## src/rtl/plsf_pkg.sv

```systemverilog
// ----------------------------------------------------------------------------
// plsf_pkg: shared types and constants for the lattice site flip unit
// request codes, payload structs, controller/datapath command and status
// ----------------------------------------------------------------------------
package plsf_pkg;

  localparam int EDGE_X_DEF    = 16;
  localparam int EDGE_Y_DEF    = 16;
  localparam int EDGE_Z_DEF    = 16;
  localparam int SPIN_BITS_DEF = 16;

  localparam logic [1:0] REQ_WRITE   = 2'd0;
  localparam logic [1:0] REQ_READ    = 2'd1;
  localparam logic [1:0] REQ_PROPOSE = 2'd2;
  localparam logic [1:0] REQ_NONE    = 2'd3;  // unused code, answered with an all-zero response

  typedef struct packed {
    logic [1:0]  req_type;
    logic [4:0]  site_x;
    logic [4:0]  site_y;
    logic [4:0]  site_z;
    logic [15:0] spin_value;
  } req_t;

  typedef struct packed {
    logic [15:0] spin_out;
    logic        accepted;
    logic [4:0]  old_matches;
    logic [4:0]  new_matches;
    logic        bad_site;
  } rsp_t;

  // controller -> datapath
  typedef struct packed {
    logic load;       // capture request
    logic clr_addr;   // clear store address counter
    logic clr_step;   // clear neighbour walk
    logic step;       // advance neighbour walk
    logic rd_here;    // read the target site
    logic rd_nb;      // read the current neighbour
    logic cap_here;   // capture read data as old spin
    logic cnt_nb;     // count read data as neighbour
    logic wr_req;     // write request value to target site
    logic wr_clear;   // clearing pass write
    logic fin;        // build result
  } cmd_t;

  // datapath -> controller
  typedef struct packed {
    logic in_lattice;
    logic interior;
    logic last_nb;
    logic clr_done;
    logic flip_ok;
    logic [1:0] kind;
  } sts_t;

endpackage

```

## src/rtl/plsf_ctrl.sv

```systemverilog
// ----------------------------------------------------------------------------
// plsf_ctrl: sequencer for clearing pass, read, write and flip walk
// ----------------------------------------------------------------------------
module plsf_ctrl (
  input  logic           clk,
  input  logic           rst,
  input  logic           in_valid,
  output logic           in_stall,
  output logic           out_valid,
  input  logic           out_stall,
  input  plsf_pkg::sts_t sts,
  output plsf_pkg::cmd_t cmd
);

  localparam logic [2:0] S_CLEAR = 3'd0;
  localparam logic [2:0] S_IDLE  = 3'd1;
  localparam logic [2:0] S_DEC   = 3'd2;
  localparam logic [2:0] S_HERE  = 3'd3;
  localparam logic [2:0] S_WALK  = 3'd4;
  localparam logic [2:0] S_LAST  = 3'd5;
  localparam logic [2:0] S_FIN   = 3'd6;

  logic [2:0] state, state_next;
  logic       outv, outv_next;
  logic       walk_rd;  // a neighbour read is in flight

  assign out_valid = outv;
  assign in_stall  = !(state == S_IDLE);

  always_comb begin
    cmd = '0;
    state_next = state;
    outv_next = outv && out_stall;
    case (state)
      S_CLEAR: begin
        cmd.wr_clear = 1'b1;
        if (sts.clr_done) state_next = S_IDLE;
      end
      S_IDLE: begin
        if (in_valid && !in_stall) begin
          cmd.load = 1'b1;
          cmd.clr_step = 1'b1;
          state_next = S_DEC;
        end
      end
      S_DEC: begin
        if (sts.kind != plsf_pkg::REQ_NONE && !sts.in_lattice) state_next = S_FIN;
        else if (sts.kind == plsf_pkg::REQ_WRITE) begin
          cmd.wr_req = 1'b1; state_next = S_FIN;
        end else if (sts.kind == plsf_pkg::REQ_READ || sts.kind == plsf_pkg::REQ_PROPOSE) begin
          cmd.rd_here = 1'b1; state_next = S_HERE;
        end else state_next = S_FIN;
      end
      S_HERE: begin
        cmd.cap_here = 1'b1;
        if (sts.kind == plsf_pkg::REQ_PROPOSE && sts.interior) begin
          cmd.rd_nb = 1'b1; cmd.step = 1'b1; state_next = S_WALK;
        end else state_next = S_FIN;
      end
      S_WALK: begin
        cmd.cnt_nb = walk_rd;
        if (sts.last_nb) begin
          // final offset 2,2,2 reached by the previous step; read it without stepping
          cmd.rd_nb = 1'b1; state_next = S_LAST;
        end else begin
          cmd.rd_nb = 1'b1; cmd.step = 1'b1;
        end
      end
      S_LAST: begin
        cmd.cnt_nb = 1'b1; state_next = S_FIN;
      end
      S_FIN: begin
        if (!(outv && out_stall)) begin
          cmd.fin = 1'b1;
          outv_next = 1'b1;
          state_next = S_IDLE;
          // write-back when the flip wins
          if (sts.kind == plsf_pkg::REQ_PROPOSE && sts.in_lattice && sts.interior
              && sts.flip_ok)
            cmd.wr_req = 1'b1;
        end
      end
      default: state_next = S_IDLE;
    endcase
  end

  always_ff @(posedge clk) begin
    if (rst) begin
      state <= S_CLEAR;
      outv <= 1'b0;
      walk_rd <= 1'b0;
    end else begin
      state <= state_next;
      outv <= outv_next;
      walk_rd <= (state == S_WALK) || (state == S_HERE && cmd.rd_nb);
    end
  end

`ifndef ASSERT_OFF
  a_no_accept_busy: assert property (@(posedge clk) disable iff (rst)
    (in_valid && !in_stall) |-> state == S_IDLE) else $error("accept while busy");
  a_fin_free: assert property (@(posedge clk) disable iff (rst)
    cmd.fin |-> !(outv && out_stall)) else $error("result overwritten");
  a_fin_valid: assert property (@(posedge clk) disable iff (rst)
    cmd.fin |=> outv) else $error("result lost");
`endif

endmodule

```

## config.mk

```make
export PLATFORM = sky130hd
export DESIGN_NAME = plsf_ctrl
export DESIGN_NICKNAME = d
export VERILOG_FILES = /design/src/rtl/plsf_pkg.sv /design/src/rtl/plsf_ctrl.sv
export SDC_FILE = /design/constraint.sdc
export NUM_CORES = 1
export LEC_CHECK = 0
export ABC_AREA = 1
export BUFFER_PORTS_ARGS = -buffer_cell sky130_fd_sc_hd__buf_2
export CORE_AREA = 2 2 39 41
export DETAILED_ROUTE_END_ITERATION = 6
export DIE_AREA = 0 0 41 43
export PLACE_DENSITY = 0.69
export SLEW_MARGIN = 20
export SYNTH_ARGS = -nofsm -noshare
export SYNTH_HDL_FRONTEND = slang
export SYNTH_SLANG_ARGS = --single-unit
```

## constraint.sdc

```tcl
create_clock -name clk -period 1.7 [get_ports clk]
set_clock_uncertainty 0.15 [all_clocks]
set_input_delay 0.17 -clock clk [delete_from_list [all_inputs] [get_ports clk]]
set_output_delay 0.17 -clock clk [all_outputs]
set_load 0.02 [all_outputs]
```

Word level (Yosys, flattened, before mapping)
Cells that the tools add are included.

storage, ports and cells
  register bits after elaboration = 5
  output and inout bits = 13
  word-level logic and storage cells = 61

cells by class
  eq/ne operators = 13
  muxes and demuxes = 30
  reduce and logical (&&, ||, !) cells = 15

operators by type and width
  operator              number
  $mux W3               7
  $pmux W3 S7           1
  $mux W1               17
  $eq A3 B3 Y1 const B  3
  $logic_and A1 B1 Y1   8
  $ne A2 B2 Y1 const B  4
  $pmux W1 S2           4
  $eq A3 B2 Y1 const B  2
  $reduce_and A4 Y1     1
  $eq A3 B1 Y1 const B  1
  $logic_not A3 Y1      1
  $eq A2 B1 Y1 const B  1
  $eq A2 B2 Y1 const B  1
  $logic_not A1 Y1      2
  $logic_not A2 Y1      1
  $logic_or A1 B1 Y1    2
  $mux W2               1
  $ne A2 B1 Y1 const B  1

Logic depth before layout (Yosys ltp)
  depth after elaboration = 7
  mapped depth = 9

Worst setup path after synthesis
OpenSTA, ideal clock, no wires.

  path type = register to output
  start = register state[1]
  end = output port cmd[2] (netlist bit)
  arrival time = 1.312 ns
  path buffers = 1
  slack = 0.068 ns
  stages on the path, launching flop included = 4
  cell sequence = dfxtp_1 -> buf_6 -> inv_2 -> o41ai_1

RTL lines
  what                    line             text
  start, declared         plsf_ctrl.sv:23  logic [2:0] state, state_next;
  start signal, assigned  plsf_ctrl.sv:93  state <= state_next;
  end, declared           plsf_ctrl.sv:12  output plsf_pkg::cmd_t cmd

==> impl_metrics.toml <==
[placement]
port_buffers = 22
post-place-ws_ns = 0.156
place_hpwl_um = 890
gp_congestion = 0.875

[drt]
first_iter_violations = 3
drt_pass1_iterations = 4
wl_mm = 1.10
antenna_left = 0
drc_errors = 0
routedWlPerCell_um = 9.21
vias = 535
via_per_inst = 4.50

[layout]
final_core_util = 0.476
nets = 118
layout_common_cells = "buf_2 (22), nand2_1 (16), inv_1 (12)"
mostFrequentLayoutCell = "buf_2"
diodes = 0
drive_gt1_frac = 0.417
area_growth_pct = 27.3

[yosys]
synth_top_family_by_area = "simple AND/OR/NAND/NOR gates"
synth_seq_cells = 5
yosys_warnings = 0
synth_area_sq_um = 518
synth-xor-area-share = 0
syn_avg_cell_area_sq_um = 6.47
syn_nets = 94
synthSimpleGateAreaFrac = 0.428
synth_compound_area_frac = 0.0845
muxShareOfSynthArea = 0
synth_seq_area_share = 0.193
synth_cell_type_count = 21
synthAdderAreaFrac = 0.0725
syn_inst = 80

[cts]
clockBufferDepth = 2
clk_latency_ns = 0.24
cts.clk_slew.worst_paths_ns = 0.05
root_buffer = "clkbuf_4"
cts-buffers-inserted = 3
cts_tree = "done"
cts_sinks = 5
htreeDepth = 1

[critical_path]
cp_slowest_stage_delay_ns = 0.38
path_cells = "inv_4 -> nand3_2 -> nor2_1 -> nand4_1 -> o41ai_2 -> buf_2"
path_buf_inv = 2
worstPathRequired_ns = 1.38
critical_path_arrival_ns = 1.29
critical_path_class = "flip-flop to output pin"
cp_max_fo = 9
path_delay_family = "flip-flops"
start_kind = "flip-flop"
endpoint_kind = "output pin"
cp_slowest_cell = "dfxtp_4"

[grt]
grt_pass1_vias = 427
grt_pass1_wl_mm = 1.68
grt_overflow_total = 0
grtUsageTotal = 0.139
grt_max_degree = 10
antenna_found_initial = 0

[sta]
max_freq_mhz = 620
slew_violations = 0
setup_viol = 0
period_minus_slack_ns = 1.61
setup_slack_ns = 0.0879
finalHoldViolCount = 0
rsz0062_at_grt = "false"
setup_tns_ns = 0
period_share = 0.948

[min_path]
hold_class = "input port to flip-flop"

[die]
fp-row-count = 14
pin_count = 24
die_h_um = 43
coreArea_sq_um = 1380
design.die.area_sq_um = 1760
die_w_um = 41
initial_core_util = 0.374

[status]
outcome = "complete, no violations"

[pwr]
leakage_nw = 0.400
p_per_area_nw_per_um2 = 1300
power_mw = 0.856
peakVddDrop_mv = 0.660

[run]
cap_violations = 0
## final cells by class
type	instances	area (sq um)
timing repair buffer	24	128
fill	147	724
tap	16	20.0
inverter	16	62.6
clock buffer	4	26.3
sequential	5	109
multi-input combinational	54	314
## report_power, final
group / leakage [nW] / internal, mW / total, mW / switching, mW
Combinational: 0.342 / 0.183 / 0.477 / 0.294
Sequential: 0.0426 / 0.161 / 0.239 / 0.0775
Clock: 0.0150 / 0.0889 / 0.140 / 0.0512
## per-layer routing
layer  vias to the layer above  track usage  wire length [um]
met2                        20        0.203               510
met3                         0       0.0628                82
met1                       227        0.189               503
li1                        288            -                 -
met5                         -            0                 0
met4                         0       0.0200                 0
## worst reg2reg max path: cells and delay by family, from the launching register on
kind / cells / cell delay [ns]
buffers and inverters: 2 / 0.22
and+or+nand+nor: 4 / 0.32
DFF: 1 / 0.35
AOI/OAI and AO/OA: 1 / 0.13
## synth_stat cells
| master | count | share of area |
|---|---|---|
| nand3_1 | 5 | 0.048 |
| nand3b_1 | 1 | 0.014 |
| nor2_2 | 2 | 0.024 |
| o41ai_1 | 1 | 0.017 |
| nor3_1 | 1 | 0.0097 |
| nor2_4 | 4 | 0.087 |
| buf_4 | 2 | 0.029 |
| nand3_2 | 2 | 0.039 |
| inv_2 | 3 | 0.022 |
| inv_4 | 1 | 0.012 |
| ha_1 | 3 | 0.072 |
| nor2_1 | 9 | 0.065 |
| conb_1 | 1 | 0.0072 |
| o21ai_0 | 1 | 0.0097 |
| dfxtp_1 | 5 | 0.19 |
| nand4_1 | 1 | 0.012 |
| nand2_2 | 1 | 0.012 |
| nand2_1 | 16 | 0.12 |
| inv_1 | 12 | 0.087 |
| a21oi_1 | 6 | 0.058 |
| buf_6 | 3 | 0.065 |
## worst paths after layout
check / from / cells after the start / end / slack, ns
worst min-delay path: in_valid / 4 / state[0] / 0.09
worst min register to register: out_valid / 2 / out_valid / 0.41
worst max register to register: state[2] / 7 / state[1] / 0.41
worst max-delay path: state[0] / 6 / cmd[2] / 0.09
## cell families after synthesis
logic type      after synthesis
simple gates                 42
buf+inv                      21
compound gates                8
flops                         5
fa+ha+maj                     3
other cells                   1
## through the flow
| stage | instances | hold slack (ns) | instance area [sq um] |
|---|---|---|---|
| 2_1_floorplan | 80 | 0.0891 | 518 |
| 3_3_place_gp | 114 | 0.257 | 607 |
| 3_5_place_dp | 114 | 0.259 | 607 |
| 4_1_cts | 119 | 0.0872 | 646 |
| 5_1_grt | 119 | 0.120 | 659 |
| 6_report | 119 | 0.0860 | 659 |
## sequential cells by signal (all words and copies together), names as in the netlist
signal / cells
state: 3
out_valid: 1
walk_rd: 1
## what timing repair did
item,CTS,global route
hold buffers,1,0
pin swaps,0,0
endpoints found under the hold margin,1,0
setup buffers,0,0
gates resized for setup,2,4
endpoints found under the setup margin,1,3
Note: power is estimated with default switching activity, not from simulation.
